<file path="config.mk">
export PLATFORM = sky130hd
export DESIGN_NAME = tfe_ram
export DESIGN_NICKNAME = d
export VERILOG_FILES = /design/src/design/assert_macros.svh /design/src/design/tfe_ram.sv
export SDC_FILE = /design/constraint.sdc
export NUM_CORES = 1
export LEC_CHECK = 0
export BUFFER_PORTS_ARGS = -buffer_cell sky130_fd_sc_hd__buf_2
export CAP_MARGIN = 20
export CORE_ASPECT_RATIO = 1.75
export CORE_MARGIN = 1
export CORE_UTILIZATION = 30
export CTS_CLUSTER_SIZE = 8
export DETAILED_ROUTE_END_ITERATION = 16
export PLACE_DENSITY = 0.56
export SLEW_MARGIN = 5
export SYNTH_ARGS = -nofsm -noshare
export SYNTH_HDL_FRONTEND = slang
export SYNTH_SLANG_ARGS = --single-unit
</file>
<file path="constraint.sdc">
create_clock -name clk -period 5.21 [get_ports clk]
set_input_delay 1.042 -clock clk [delete_from_list [all_inputs] [get_ports clk]]
set_output_delay 1.042 -clock clk [all_outputs]
set_load 0.01 [all_outputs]
</file>
<file path="src/design/assert_macros.svh">
// assertion helpers for the framebuffer engine rtl
// each macro expects clk and rst_n in scope
`ifndef ASSERT_MACROS_SVH
`define ASSERT_MACROS_SVH

// condition holds at every edge outside reset
`define ASSERT_ALWAYS(lbl, expr) \
    lbl: assert property (@(posedge clk) disable iff (!rst_n) (expr)) \
        else $error("assertion failed: invariant");

// antecedent at one edge implies consequent at the next edge
`define ASSERT_NEXT(lbl, ante, cons) \
    lbl: assert property (@(posedge clk) disable iff (!rst_n) (ante) |=> (cons)) \
        else $error("assertion failed: next-cycle check");

`endif

</file>
<file path="src/design/tfe_ram.sv">
module tfe_ram #(
    parameter int WIDTH = 8,
    parameter int DEPTH = 16
) (
    input  logic                                     clk,
    input  logic                                     we,
    input  logic [((DEPTH > 1) ? $clog2(DEPTH) : 1)-1:0] addr,
    input  logic [WIDTH-1:0]                         wdata,
    output logic [WIDTH-1:0]                         rdata
);

    logic [WIDTH-1:0] mem [DEPTH];

    always_ff @(posedge clk)
    begin
        if (we)
        begin
            mem[addr] <= wdata;
        end
        rdata <= mem[addr];
    end

endmodule

</file>
==> run metrics <==
status=finished, final reports clean; Die Ht=174 um; Avg WL per Cell=19.2 um; Post-Syn Area=5070 um^2; initial antenna violation count=0; worst relative slew slack=26.0%; Iter 0 DRT Violations=129; TritonCTS Sinks=136; CP startpoint kind=primary input; data required time at the worst endpoint=5250 ps; Synth top area share=75.9%; Seq pwr share=49.3%; switching part of the total=20.9%; hold-fix buffers at CTS=0; WP data arrival=2810 ps; count leader, synth=edfxtp_1; GR Overflow Total=0; Setup Viol. Count Final=0; RSZ-0062 raised after global routing=no; syn avg cell area=22.0 um^2; Synth area leaders=edfxtp_1 76%, mux4_2 14%, dfxtp_1 3.2%; clk buf depth=2; first-pass GRT wire length=14100 um; Layout Nets=276; main flop type after synthesis=edfxtp_1; synth unique cells=18; WHS=682 ps; CTS tree=done; Syn Nets=244; Worst VDD drop=0.178 mV; adder-cell share of the synthesized area=0%; post-synth top area cell=edfxtp_1; pin count of the biggest net entering global routing=40; total routed wirelength=9590 um; synthesized instance count=230; Critical Path Sink Type=register; min Tclk post-route=2770 ps; Site Rows=62; Max Cap Viol=0; Synth Area in Simple Gates=3.21%; port buffer count=21; GRT Util Overall=11.9%; Ys Warns=0; Antenna Violating Nets Remaining=0; Synth Area in XOR/XNOR=0%; CTS Buf Count=17; # diodes=0; final cycle utilization of the critical path=53.2%; clock power share=46.2%; io pins=22; Post-CTS Setup Repair Bufs=0; internal cell power=1970 uW; post_cts resized=0; Core ar.=16400 um^2; kind of critical path=in -> reg; leakage=0.00190 uW; Setup TNS=0 ps; pwr dens=417 nW/um^2; Switching Power=521 uW; DRC errors left=0; die area=17400 um^2; Seq cells post-synth=136; final-report max-slew violation count=0; crit-path max FO=25; measured slew at the worst slew-check pin=1100 ps; Worst Skew=7.11 ps; CTS clk-pin slew, worst paths=60 ps; detailed-placement wirelength estimate=6610 um; fmax=361 MHz; synth cell count leaders=128 x edfxtp_1, 32 x mux4_2, 16 x a22oi_1; Final Hold Fails=0; FFs w/ async S/R, synth=0%; share of post-route cells with drive strength above 1=32.0%; Hold Crit Class=reg -> reg; register area share after synthesis=79.0%; initial core utilization=30.8%; htree depth=4; P&R area growth vs syn=18.2%; Synth Area in Compound Gates=2.37%; Die W=100 um; mux cell area share after synthesis=14.2%; worst skew pair latency=400 ps; vias in the first global route=2369; clock root cell=clkbuf_16; logic gate share of total power=4.6%; vias per inst=4.46; total iterations of the first detailed-routing run=5; largest family of logic cells by synthesized area=multiplexers; Post-synth EDFFs=128; Placer Congestion=0.803; vias=2227
==> per-layer routing <==
layer | wire, um | GRT usage [%] | part of all wire (%) | up-vias
met5 | 0 | 0 | 0 | -
met4 | 306 | 8.09 | 3.2 | 0
met3 | 229 | 2.33 | 2.4 | 12
met2 | 5580 | 21.9 | 58 | 46
met1 | 3470 | 11.6 | 36 | 1147
li1 | - | - | - | 1022
==> cell families after synthesis <==
kind of cell,Yosys count
flip-flops,136
AO/OA/AOI/OAI,16
multiplexers,32
buffers and inverters,11
AND/OR/NAND/NOR,35
==> metrics by stage <==
step / power, uW / area (um^2) / worst slack, ps / std cells / util, %
4_1_cts: 2510 / 5990 / 2390 / 499 / 36.4
3_5_place_dp: 1370 / 5410 / 1960 / 467 / 32.9
6_report: 2490 / 5990 / 2440 / 499 / 36.4
5_1_grt: 2570 / 5990 / 2210 / 499 / 36.4
2_1_floorplan: 1320 / 5070 / 2670 / 230 / -
3_3_place_gp: 1370 / 5400 / 2030 / 465 / 32.8
==> cell type report <==
cell class                      instances  area [um^2]
Clock buffer                           18          429
Sequential cell                       136         4000
Fill cell                            1535        10500
Multi-Input combinational cell         83         1000
Timing Repair Buffer                   24          123
Tap cell                              224          280
Clock inverter                         14          150
==> worst max-delay path, stage by stage <==
cell and delay (ps):
buf_2 390, buf_4 470, nand2_1 260, nor2_1 620
==> registers in the layout, summed over array words and instances, names as in the netlist <==
register / cells
mem: 128
rdata: 8
==> final timing paths <==
kind	startpoint	to	slack (ps)	depth (start not counted)
setup / recovery	addr[0]	mem[7][5]	2440	4
hold / removal	mem[14][3]	rdata[3]	680	3
setup reg to reg	mem[1][3]	rdata[3]	3860	3
hold reg to reg	mem[14][3]	rdata[3]	680	3
==> layout by cell type, fill, tap and decap left out, types with 2 or more instances in the layout <==
master        n
buf_2        23
clkinvlp_4    6
clkbuf_16    17
clkinv_4      2
mux4_2       32
a22oi_1      16
dfxtp_1       8
nand3b_1      2
nand2b_1      2
nor2_1       13
bufinv_16     2
nand2_1       9
edfxtp_1    128
nor3_1        4
clkinv_2      2
nor2b_1       2
inv_6         2
==> power by group through the flow <==
| stage | Combinational (uW) | Clock [uW] | Sequential [uW] |
|---|---|---|---|
| 2_1_floorplan | 63.0 | 0 | 1250 |
| 5_1_grt | 123 | 1210 | 1230 |
| 4_1_cts | 116 | 1170 | 1230 |
| 3_3_place_gp | 115 | 0 | 1250 |
| 3_5_place_dp | 116 | 0 | 1250 |
| 6_report | 114 | 1150 | 1230 |
Power figures use the tool's default switching activity.
