`src/design/assert_macros.svh`:
```
// assertion helpers for the framebuffer engine rtl
// each macro expects clk and rst_n in scope
`ifndef ASSERT_MACROS_SVH
`define ASSERT_MACROS_SVH

// condition holds at every edge outside reset
`define ASSERT_ALWAYS(lbl, expr) \
    lbl: assert property (@(posedge clk) disable iff (!rst_n) (expr)) \
        else $error("assertion failed: invariant");

// antecedent at one edge implies consequent at the next edge
`define ASSERT_NEXT(lbl, ante, cons) \
    lbl: assert property (@(posedge clk) disable iff (!rst_n) (ante) |=> (cons)) \
        else $error("assertion failed: next-cycle check");

`endif

```
`src/design/tfe_pkg.sv`:
```
package tfe_pkg;

    // panel geometry
    localparam int PANEL_WIDTH  = 152;
    localparam int PANEL_HEIGHT = 296;
    localparam int PLANE_BYTES  = 5624;
    localparam int ROW_BYTES    = PANEL_WIDTH / 8;
    localparam int ADDR_W       = (PLANE_BYTES > 1) ? $clog2(PLANE_BYTES) : 1;

    // request codes
    localparam logic [1:0] REQ_DRAW = 2'd0;
    localparam logic [1:0] REQ_FILL = 2'd1;
    localparam logic [1:0] REQ_LOAD = 2'd2;
    localparam logic [1:0] REQ_READ = 2'd3;

    // colour codes, anything else acts as white
    localparam logic [1:0] COL_WHITE = 2'd0;
    localparam logic [1:0] COL_BLACK = 2'd1;
    localparam logic [1:0] COL_RED   = 2'd2;

    typedef struct packed {
        logic [1:0]         req_type;
        logic signed [15:0] x;
        logic signed [15:0] y;
        logic [1:0]         color;
        logic [7:0]         pattern;
        logic [3:0]         bit_count;
        logic [12:0]        byte_index;
        logic               plane;
        logic [7:0]         data;
    } req_t;

    typedef struct packed {
        logic [7:0] black_byte;
        logic [7:0] red_byte;
    } rsp_t;

    // byte targets of one draw request, up to two bytes
    typedef struct packed {
        logic              hit0;
        logic [ADDR_W-1:0] addr0;
        logic [7:0]        mask0;
        logic              hit1;
        logic [ADDR_W-1:0] addr1;
        logic [7:0]        mask1;
    } geom_t;

endpackage

```
`src/design/tfe_rmw.sv`:
```
module tfe_rmw
    import tfe_pkg::*;
(
    input  logic [7:0] old_black,
    input  logic [7:0] old_red,
    input  logic [7:0] mask,
    input  logic [1:0] color,
    output logic [7:0] new_black,
    output logic [7:0] new_red
);

    always_comb
    begin
        case (color)
            COL_BLACK:
            begin
                new_black = old_black & ~mask;
                new_red   = old_red | mask;
            end
            COL_RED:
            begin
                new_black = old_black | mask;
                new_red   = old_red & ~mask;
            end
            default:
            begin
                new_black = old_black | mask;
                new_red   = old_red | mask;
            end
        endcase
    end

endmodule

```
`config.mk`:
```
export PLATFORM = sky130hd
export DESIGN_NAME = tfe_rmw
export DESIGN_NICKNAME = d
export VERILOG_FILES = /design/src/design/assert_macros.svh /design/src/design/tfe_pkg.sv /design/src/design/tfe_rmw.sv
export SDC_FILE = /design/constraint.sdc
export NUM_CORES = 1
export LEC_CHECK = 0
export ABC_CLOCK_PERIOD_IN_PS = 800
export BUFFER_PORTS_ARGS = -buffer_cell sky130_fd_sc_hd__clkbuf_2
export CAP_MARGIN = 20
export CORE_AREA = 3 3 40 42
export DETAILED_ROUTE_END_ITERATION = 10
export DIE_AREA = 0 0 43 45
export GPL_ROUTABILITY_DRIVEN = 0
export PLACE_DENSITY_LB_ADDON = 0.12
export REMOVE_ABC_BUFFERS = 1
export SETUP_SLACK_MARGIN = 0.05
export SYNTH_ARGS = -nofsm -noshare
export SYNTH_HDL_FRONTEND = slang
export SYNTH_SLANG_ARGS = --single-unit
```
`constraint.sdc`:
```
create_clock -name vclk -period 0.8
set_input_delay 0.08 -clock vclk [all_inputs]
set_output_delay 0.08 -clock vclk [all_outputs]
set_load 0.03 [all_outputs]
```
==> impl_metrics.py <==
metrics = {
    "run_status": {
        "status": "finished with violations",
        "violations": "setup timing",
    },
    "setup_path": {
        "critPathMaxFanout": 8,
        "critPathKind": "input port to output pin",
        "critPathMaxStageDelay_ps": 150,
        "path_cells": "buf_8, nor2b_4, buf_12, a21oi_2, buf_6",
        "setup.worst_path.start_class": "input port",
        "end_kind": "output pin",
        "required_ps": 720,
        "slowest_stage": "a21oi_2",
        "crit_arrival_ps": 750,
    },
    "cells_and_area": {
        "nClkBuffers": 0,
        "drive_gt1_share_pct": 79.7,
        "fin_area_um2": 741,
        "n_antenna_cell": 0,
        "design.seq.count": 0,
        "final_nets": 107,
        "final_common_cell": "clkbuf_2",
        "final_core_util_pct": 57.6,
        "final-seq-area_um2": 0,
        "instances_no_fill": 94,
        "layout_common_cells": "24 x clkbuf_2, 16 x nor2_1, 15 x buf_6",
        "areaGrowthSynthToFinish_pct": 289,
    },
    "global_routing": {
        "grt_max_degree": 9,
        "antenna_found_initial": 0,
        "use_met1_pct": 11.9,
        "grt_pass1_vias": 343,
        "grt-ovfl-total": 0,
        "grt.total_usage_pct": 8.96,
        "gr-max-usage-layer": "met2",
        "grt_pass1_wl_um": 1440,
        "met2_usage_pct": 16.5,
        "grtUsageMet3_pct": 1.20,
    },
    "die": {
        "num_rows": 13,
        "pin_count": 42,
        "die_area_um2": 1940,
        "core-area_um2": 1280,
        "chipHeight_um": 45,
        "die_x_um": 43,
        "start_util_pct": 14.8,
    },
    "placement": {
        "port_buffers": 42,
        "dpl-instance-area_um2": 397,
        "hpwl_um": 727,
        "dpl.cell_count": 91,
    },
    "sta": {
        "layout_min_cycle_time_ps": 831,
        "fin_ws_ps": -30.9,
        "rsz0062_at_grt": "true",
        "finalSetupViolCount": 5,
        "fin_crit_sh_pct": 104,
        "worstMarginPinSlew_ps": 229,
        "fmax_mhz": 1200,
        "slew_headroom_pct": 84.7,
        "finalMaxSlewViolations": 0,
        "finalHoldViolCount": 0,
        "setup_tns_ps": -56.9,
    },
    "route": {
        "ant_nets": 0,
        "drtIter0Drc": 0,
        "vias": 418,
        "viasPerCell": 4.45,
        "wl_per_cell_um": 12.1,
        "drcViolationCount": 0,
        "wl_um": 1140,
        "firstDrtPassIters": 1,
    },
    "cts": {
        "ctsHoldBuffers": 0,
    },
    "synth": {
        "synth.avg_cell_area_um2": 5.28,
        "synth_warnings": 0,
        "ys_types": 4,
        "synth_area_um2": 190,
        "ys_seq_area_share_pct": 0,
        "synthCells": 36,
    },
    "pwr": {
        "power_density_nw_per_um2": 771,
        "power_leakage_nw": 0.334,
        "ir_drop_uv": 358,
    },
    "flow_run": {
        "maxCapViolations": 0,
    },
    "worst_hold_path": {
        "worstHoldPathType": "input port to output pin",
    },
}
Yosys cell counts:
cell | instances | share of area (%)
buf_6 | 2 | 12
nor2_1 | 16 | 32
nor2b_4 | 2 | 14
a21oi_1 | 16 | 42
metal layers:
metal	vias to the layer above	wire, um
met5	-	0
met4	0	0
met3	0	66
met2	14	769
met1	195	306
li1	209	-
power by group:
group	internal [mW]	switching, mW	leakage, nW
registers	0	0	0
clock network	0	0	0
logic	0.268	0.303	0.334
critical path, delay by kind of cell:
family / cells / cell delay [ps]
buf+inv: 3 / 390
compound gates: 1 / 150
simple gates: 1 / 120
through the flow:
step | setup slack [ps] | power (mW) | hold slack [ps]
CTS | -24.9 | 0.382 | 490
floorplan | -0.0694 | 0.192 | 339
global route | -51.9 | 0.604 | 523
finish | -30.9 | 0.571 | 502
detailed placement | -34.2 | 0.336 | 504
global placement | -31.8 | 0.335 | 504
what timing repair did:
item	CTS	global route
setup endpoints to repair	16	16
gates resized for setup	21	64
setup buffers	0	3
pin swaps	4	12
area by class of cell:
class / count / area (um^2)
timing repair buffer: 45 / 389
tap: 15 / 18.8
multi-input combinational: 34 / 333
fill: 118 / 544
logic make-up after synthesis:
| kind of cell | Yosys count | share of synthesized area, % |
|---|---|---|
| AO/OA/AOI/OAI | 16 | 42.1 |
| AND/OR/NAND/NOR | 18 | 46.1 |
| buffers and inverters | 2 | 11.8 |
path summary, 6_finish.rpt:
path,startpoint,end,slack [ps],depth (start not counted)
worst min-delay path,mask[6],new_red[6],500,3
worst max-delay path,color[0],new_black[6],-30,5
No activity file was read; power rests on OpenSTA's default activity.
