===== config.mk =====
export PLATFORM = sky130hd
export DESIGN_NAME = tfe_geom
export DESIGN_NICKNAME = d
export VERILOG_FILES = /design/src/design/assert_macros.svh /design/src/design/tfe_pkg.sv /design/src/design/tfe_geom.sv
export SDC_FILE = /design/constraint.sdc
export NUM_CORES = 1
export LEC_CHECK = 0
export BUFFER_PORTS_ARGS = -buffer_cell sky130_fd_sc_hd__clkbuf_2
export CELL_PAD_IN_SITES_DETAIL_PLACEMENT = 1
export CELL_PAD_IN_SITES_GLOBAL_PLACEMENT = 1
export CORE_MARGIN = 3
export CORE_UTILIZATION = 40
export DETAILED_ROUTE_END_ITERATION = 7
export PLACE_DENSITY_LB_ADDON = 0.1
export SLEW_MARGIN = 25
export SYNTH_ARGS = -nofsm -noshare
export SYNTH_HDL_FRONTEND = slang
export SYNTH_SLANG_ARGS = --single-unit
export TNS_END_PERCENT = 10

===== constraint.sdc =====
create_clock -name vclk -period 9.2
set_clock_uncertainty 0.05 [all_clocks]
set_input_delay 0.46 -clock vclk [all_inputs]
set_output_delay 0.46 -clock vclk [all_outputs]
set_load 0.03 [all_outputs]

===== src/design/assert_macros.svh =====
// assertion helpers for the framebuffer engine rtl
// each macro expects clk and rst_n in scope
`ifndef ASSERT_MACROS_SVH
`define ASSERT_MACROS_SVH

// condition holds at every edge outside reset
`define ASSERT_ALWAYS(lbl, expr) \
    lbl: assert property (@(posedge clk) disable iff (!rst_n) (expr)) \
        else $error("assertion failed: invariant");

// antecedent at one edge implies consequent at the next edge
`define ASSERT_NEXT(lbl, ante, cons) \
    lbl: assert property (@(posedge clk) disable iff (!rst_n) (ante) |=> (cons)) \
        else $error("assertion failed: next-cycle check");

`endif


===== src/design/tfe_pkg.sv =====
package tfe_pkg;

    // panel geometry
    localparam int PANEL_WIDTH  = 152;
    localparam int PANEL_HEIGHT = 296;
    localparam int PLANE_BYTES  = 5624;
    localparam int ROW_BYTES    = PANEL_WIDTH / 8;
    localparam int ADDR_W       = (PLANE_BYTES > 1) ? $clog2(PLANE_BYTES) : 1;

    // request codes
    localparam logic [1:0] REQ_DRAW = 2'd0;
    localparam logic [1:0] REQ_FILL = 2'd1;
    localparam logic [1:0] REQ_LOAD = 2'd2;
    localparam logic [1:0] REQ_READ = 2'd3;

    // colour codes, anything else acts as white
    localparam logic [1:0] COL_WHITE = 2'd0;
    localparam logic [1:0] COL_BLACK = 2'd1;
    localparam logic [1:0] COL_RED   = 2'd2;

    typedef struct packed {
        logic [1:0]         req_type;
        logic signed [15:0] x;
        logic signed [15:0] y;
        logic [1:0]         color;
        logic [7:0]         pattern;
        logic [3:0]         bit_count;
        logic [12:0]        byte_index;
        logic               plane;
        logic [7:0]         data;
    } req_t;

    typedef struct packed {
        logic [7:0] black_byte;
        logic [7:0] red_byte;
    } rsp_t;

    // byte targets of one draw request, up to two bytes
    typedef struct packed {
        logic              hit0;
        logic [ADDR_W-1:0] addr0;
        logic [7:0]        mask0;
        logic              hit1;
        logic [ADDR_W-1:0] addr1;
        logic [7:0]        mask1;
    } geom_t;

endpackage


===== src/design/tfe_geom.sv =====
module tfe_geom
    import tfe_pkg::*;
(
    input  req_t  req,
    output geom_t geom
);

    logic [7:0]         en;
    logic [15:0]        spread;
    logic signed [31:0] px;
    logic signed [31:0] row_base;
    logic signed [31:0] a0;
    logic signed [31:0] a1;
    logic               row_ok;

    always_comb
    begin
        // per pixel enable, en[7] is the pixel at x
        en = 8'h00;
        px = 32'sd0;
        for (int i = 0; i < 8; i++)
        begin
            px = 32'(req.x) + 32'(i);
            en[7-i] = req.pattern[7-i] && (4'(i) < req.bit_count)
                      && (px >= 0) && (px < PANEL_WIDTH);
        end

        // split across the two bytes touched
        spread = {en, 8'h00} >> req.x[2:0];

        row_ok   = (req.y >= 0) && (32'(req.y) < PANEL_HEIGHT);
        row_base = 32'(req.y) * ROW_BYTES;
        a0       = row_base + 32'(req.x >>> 3);
        a1       = a0 + 32'sd1;

        geom.mask0 = spread[15:8];
        geom.mask1 = spread[7:0];
        geom.hit0  = row_ok && (spread[15:8] != 8'h00) && (a0 >= 0) && (a0 < PLANE_BYTES);
        geom.hit1  = row_ok && (spread[7:0] != 8'h00) && (a1 >= 0) && (a1 < PLANE_BYTES);
        geom.addr0 = a0[ADDR_W-1:0];
        geom.addr1 = a1[ADDR_W-1:0];
    end

endmodule


==> metrics, run 1 <==
crit path capture type=primary output; via count of the routed design=6761; placed cell count=1067; count of buffers added by post-CTS timing repair for setup=0; post-synthesis cell area=6010 sq um; antenna violations before repair=0; post-route cell area=6420 sq um; area added between synthesis and finish=6.81%; count of mapped cells out of synthesis=847; number of synthesis warnings=0; critical setup path kind=input port to primary output; cell family with the largest share of critical-path delay=adder cells; pre-CTS WS=2.90 ns; Detailed Place HPWL=17800 um; final hold vios=0; global-route wire length before repair=35500 um; wire length per cell after detailed routing=20.8 um; initial cell density of the core=0.412; # clk buffers=0; routed wire length=22200 um; vias in the first global route=6893; Final Max Tran Viols=0; height of the die=129 um; type of element launching the critical path=input port; LEAKAGE=2.77 nW; placeable core region=14600 sq um; placed instance area=6420 sq um; number of top-level pins=114; synth top area cells=ha_1, fa_1, inv_1, xnor2_1, nor2_1; number of maximum-capacitance violations=0; arrival time of the worst setup path=5.83 ns; Seq cells=0; critical path required time=8.69 ns; standard cell with the maximum stage delay on the critical path=fa_1; Critical Path Source=req[40]; largest driver fanout on the critical path=6; maximum clock frequency=158 MHz; count of different cell masters after synthesis=86; Final Non-Filler Cells=1067; diode insertion count for antenna repair=0; max-slew headroom at the worst pin=0.483; top cell type's share of synthesized area=0.152; portion of the post-synthesis area used by sequential elements=0; worst path setup slack after routing=2.86 ns; count of nets left with antenna violations after detail routing=0; fraction of final layout cells with drive strength greater than 1=0.139; first-iteration detailed-routing DRC count=437; total negative slack=0 ns; Multi-input gate area=5350 sq um; unrepaired setup endpoints after global routing=no; count of cells resized by post-cts repair=0; Die X-Extent=129 um; Tot GR Track Use=0.259; power per standard cell area=204 nW/um^2; Hold-fix buffers, CTS=0; library cell occupying the most area in the post-synthesis netlist=ha_1; weighted congestion reported at the end of routability-driven placement=1.04; FILL cells=1895; mean area per synthesized cell=7.09 sq um; maximum number of pins on one net before global-route repair=44; maximum vdd drop=0.360 mV; worst hold-check path type=input port to primary output; status=finished, final reports clean; delay of the slowest cell on the worst path=0.52 ns; std cell rows=44; # DRC=0; worst-margin pin slew=0.769 ns; global-route congestion overflow total=0; Detailed Routing Iterations Pass 1=5; Buf+Inv Stages, Crit Path=5; ratio of routed vias to standard cells=6.34; number of cells on the critical path=20; clock period minus worst slack=6.34 ns; Post-layout nets=1057; cells traversed along the worst timing path=clkbuf_2, inv_1, ha_1, ha_1, inv_1, fa_1, fa_1, inv_1, ha_1, a21o_1, a21oi_1, a21oi_1, a311oi_4, a21oi_1, xnor2_1, nand2_1, nor4_1, nand4b_1, a311oi_1, clkbuf_2; list of most frequent post-synthesis cells=inv_1, ha_1, nor2_1; end point of the critical path=geom[43]; count of buffers from port buffering=87; register cell area after layout=0 sq um; area of the die=16500 sq um; most frequent cell after synthesis=inv_1; worst hold-check slack=1.42 ns; # setup viols final=0; crit share post-route=0.689; net count after synthesis=1019
layer usage:
layer	wire, um	vias to the layer above	track usage
li1	-	3228	-
met4	923	0	0.0933
met2	11100	187	0.479
met3	751	50	0.00872
met5	0	-	0
met1	9430	3296	0.321
area by class of cell:
type,instances,share of cell area
well taps,184,0.0359
multi-input cells,694,0.834
inverters,98,0.0573
repair buffers,91,0.0725
report_power, final:
group	switching, mW	internal [mW]	leakage [nW]
clock network	0	0	0
registers	0	0	0
logic	0.878	0.433	2.77
how the worst min path moves through the flow:
| stage | startpoint | endpoint | slack (ns) | depth (start not counted) |
|---|---|---|---|---|
| final | req[33] | geom[29] | 1.42 | 6 |
| after global routing | req[36] | geom[30] | 1.48 | 3 |
| after CTS | req[33] | geom[29] | 1.42 | 6 |
| after detailed placement | req[33] | geom[29] | 1.42 | 6 |
| after global placement | req[33] | geom[29] | 1.42 | 6 |
| after floorplan | req[55] | geom[30] | 1.18 | 1 |
tightest hold or removal path, cell delays in order:
cell and delay [ns]:
clkbuf_2 0.08, nand4_1 0.06, a211oi_1 0.06, nand2_1 0.11
nor2_1 0.05, clkbuf_2 0.17
cell families (layout without fill, tap and decap cells):
kind of cell | Yosys count | count (layout) | synth area share
and+or+nand+nor | 303 | 303 | 0.275
xor gates and xnor gates | 38 | 38 | 0.0554
buffers and inverters | 153 | 189 | 0.109
other | 1 | 1 | 0.000624
AOI/OAI and AO/OA | 230 | 230 | 0.278
adders and majority gates | 102 | 102 | 0.249
muxes | 20 | 20 | 0.0340
layout by cell type (no fill, tap or decap), types with 4 or more instances in the layout:
cell       Yosys  routed
inv_1         96      96
clkbuf_2       0      87
ha_1          73      73
nor2_1        59      59
nand2_1       57      57
a21oi_1       38      38
o21ai_0       37      37
nand3_1       31      31
xnor2_1       30      30
nor3_1        30      30
fa_1          29      29
nand4_1       24      24
nor4_1        22      22
mux2i_1       17      17
a211oi_1      15      15
a31oi_1       14      14
o211ai_1      12      12
o2111ai_1     12      12
and4_1        12      12
and3_1        11      11
a21o_1         9       9
o21a_1         9       9
xor2_1         8       8
o31a_1         8       8
nand2b_1       8       8
or3_1          7       7
o22ai_1        7       7
o21ai_1        6       6
or2_2          5       5
and2_1         5       5
or4_1          5       5
o32ai_1        5       5
nor2b_1        4       4
o41ai_1        4       4
buf_4         10       4
per-stage QoR:
step	power, mW	util
final	1.31	0.440
after global routing	1.44	0.440
after CTS	1.31	0.440
after detailed placement	1.30	0.440
after global placement	1.26	0.440
after floorplan	0.994	-
Note: power is estimated with default switching activity, not from simulation.
==> run 2: changes to the inputs <==
Settings changed: CORE_UTILIZATION 40 to 38.
Clock period 9.2 ns to 5.7 ns, I/O delays scaled along.
==> run 2 against run 1 <==
Worst hold slack worse by 0.34 ns. Setup slack got worse by 2.7 ns. Cell area increased by 5.7%. Critical path depth is 1 higher. Utilization grew 0.31 points. Count of clock-buffer cells in the layout did not move. Largest cell class unchanged.
==> metrics, run 2 (same netlist as run 1, synthesis figures left out) <==
status=finished, final reports clean; wire length per cell after detailed routing=20.6 um (-1.3%); placed cell count=1120 (+5.0%); via count of the routed design=6896 (+2.0%); fraction of final layout cells with drive strength greater than 1=0.185 (+0.0460); vias in the first global route=6898 (+0.073%); worst path setup slack after routing=0.202 ns (-2.66 ns); area added between synthesis and finish=12.9%; weighted congestion reported at the end of routability-driven placement=0.952 (-8.4%); Tot GR Track Use=0.253 (-0.00607); ratio of routed vias to standard cells=6.14 (-3.1%); LEAKAGE=2.94 nW (+6.1%); global-route wire length before repair=36900 um (+3.9%); # clk buffers=0 (unchanged); # DRC=0 (unchanged); final hold vios=0 (unchanged); hold_sp=req[55]; maximum clock frequency=182 MHz; number of top-level pins=114 (unchanged); antenna violations before repair=0 (unchanged); height of the die=132 um (+2.5%); unrepaired setup endpoints after global routing=yes; std cell rows=45 (+2.3%); crit path capture type=primary output; worst hold-check path type=input port to primary output; critical path required time=5.37 ns (-3.32 ns); number of maximum-capacitance violations=0 (unchanged); Final Max Tran Viols=0 (unchanged); Post-layout nets=1086 (+2.7%); maximum number of pins on one net before global-route repair=28 (-36%); crit share post-route=0.965; type of element launching the critical path=input port; largest driver fanout on the critical path=6 (unchanged); Final Non-Filler Cells=1123 (+5.2%); maximum vdd drop=0.623 mV (+73%); clock period minus worst slack=5.50 ns; register cell area after layout=0 sq um (unchanged); delay of the slowest cell on the worst path=0.52 ns (about the same); leading cell type in the layout, fill and taps excluded=inv_1; # setup viols final=0 (unchanged); cells traversed along the worst timing path=clkbuf_2, inv_1, ha_1, ha_1, inv_1, fa_1, fa_1, inv_1, ha_1, a21o_1, a21oi_2, a21oi_1, a311oi_4, buf_4, xnor2_1, nand4_1, a2111oi_4, nand4_1, nand2_1, nor4b_2, buf_4; routed wire length=23100 um (+3.9%); post-route cell area=6780 sq um (+5.7%); Detailed Routing Iterations Pass 1=5 (unchanged); initial cell density of the core=0.392 (-0.0195); most frequent cells in the layout=inv_1, clkbuf_2, ha_1, nor2_1, nand2_1; first-iteration detailed-routing DRC count=526 (+20%); critical setup path kind=input port to primary output; global-route congestion overflow total=0 (unchanged); standard cell with the maximum stage delay on the critical path=fa_1; diode insertion count for antenna repair=0 (unchanged); worst hold-check slack=1.08 ns (-0.341 ns); Detailed Place HPWL=18600 um (+4.4%); placed instance area=6650 sq um (+3.6%); max-slew headroom at the worst pin=0.504 (+0.0207); worst-margin pin slew=0.738 ns (-0.0307 ns); count of nets left with antenna violations after detail routing=0 (unchanged); placeable core region=15300 sq um (+5.0%); power per standard cell area=350 nW/um^2 (+71%); Critical Path Source=req[40]; pre-CTS WS=-0.203 ns (-3.10 ns); count of buffers from port buffering=87 (unchanged); Seq cells=0 (unchanged); Die X-Extent=132 um (+2.5%); area of the die=17400 sq um (+5.0%); arrival time of the worst setup path=5.16 ns (-0.67 ns)
-- run 2: changes by cell type in the layout (fill, tap and decap cells not counted), moves of 3 or more --
cell,delta
a21oi_2,+3
a21oi_1,-3
buf_4,+30
o21ai_0,-3
-- run 2: final timing paths --
kind | end | cells after the start | slack (ns)
max | geom[21] | 21 | 0.20
min | geom[8] | 4 | 1.08
-- run 2: power by group --
group / switching (mW) / leakage, nW / internal (mW)
logic: 1.51 / 2.94 / 0.860
clock network: 0 / 0 / 0
registers: 0 / 0 / 0
total: 1.51 / 2.94 / 0.860
-- run 2: critical path, delay by kind of cell --
kind / cells / cell delay [ns]
adder cells (fa/ha/maj): 5 / 1.96
AND/OR/NAND/NOR: 4 / 0.77
XOR/XNOR: 1 / 0.15
buffers and inverters: 6 / 0.64
AO/OA/AOI/OAI: 5 / 1.37
-- run 2: repair_timing --
action,in CTS,in global routing
gates resized for setup,4,23
setup endpoints to repair,1,2
pin swaps,0,7
hold buffers,0,0
buffers inserted,0,3
gates cloned,0,0
-- run 2: cell type report --
cell class                      instances  area (sq um)
Inverter                               98           368
Timing Repair Buffer                  120           686
Multi-Input combinational cell        694          5470
Fill cell                            2013          8530
Tap cell                              211           264
-- run 2: metal layers --
metal	up-vias	wire length, um	track usage
li1	3274	-	-
met1	3383	9940	0.324
met2	191	11400	0.461
met4	0	915	0.0747
met3	48	797	0.0126
met5	-	0	0
-- run 2: stage by stage --
step / TNS, ns / utilization / power, mW
floorplan: 0 / - / 1.60
global route: -0.0791 / 0.443 / 2.61
CTS: 0 / 0.435 / 2.25
detailed placement: -0.203 / 0.434 / 2.22
global placement: 0 / 0.434 / 2.17
finish: 0 / 0.443 / 2.37
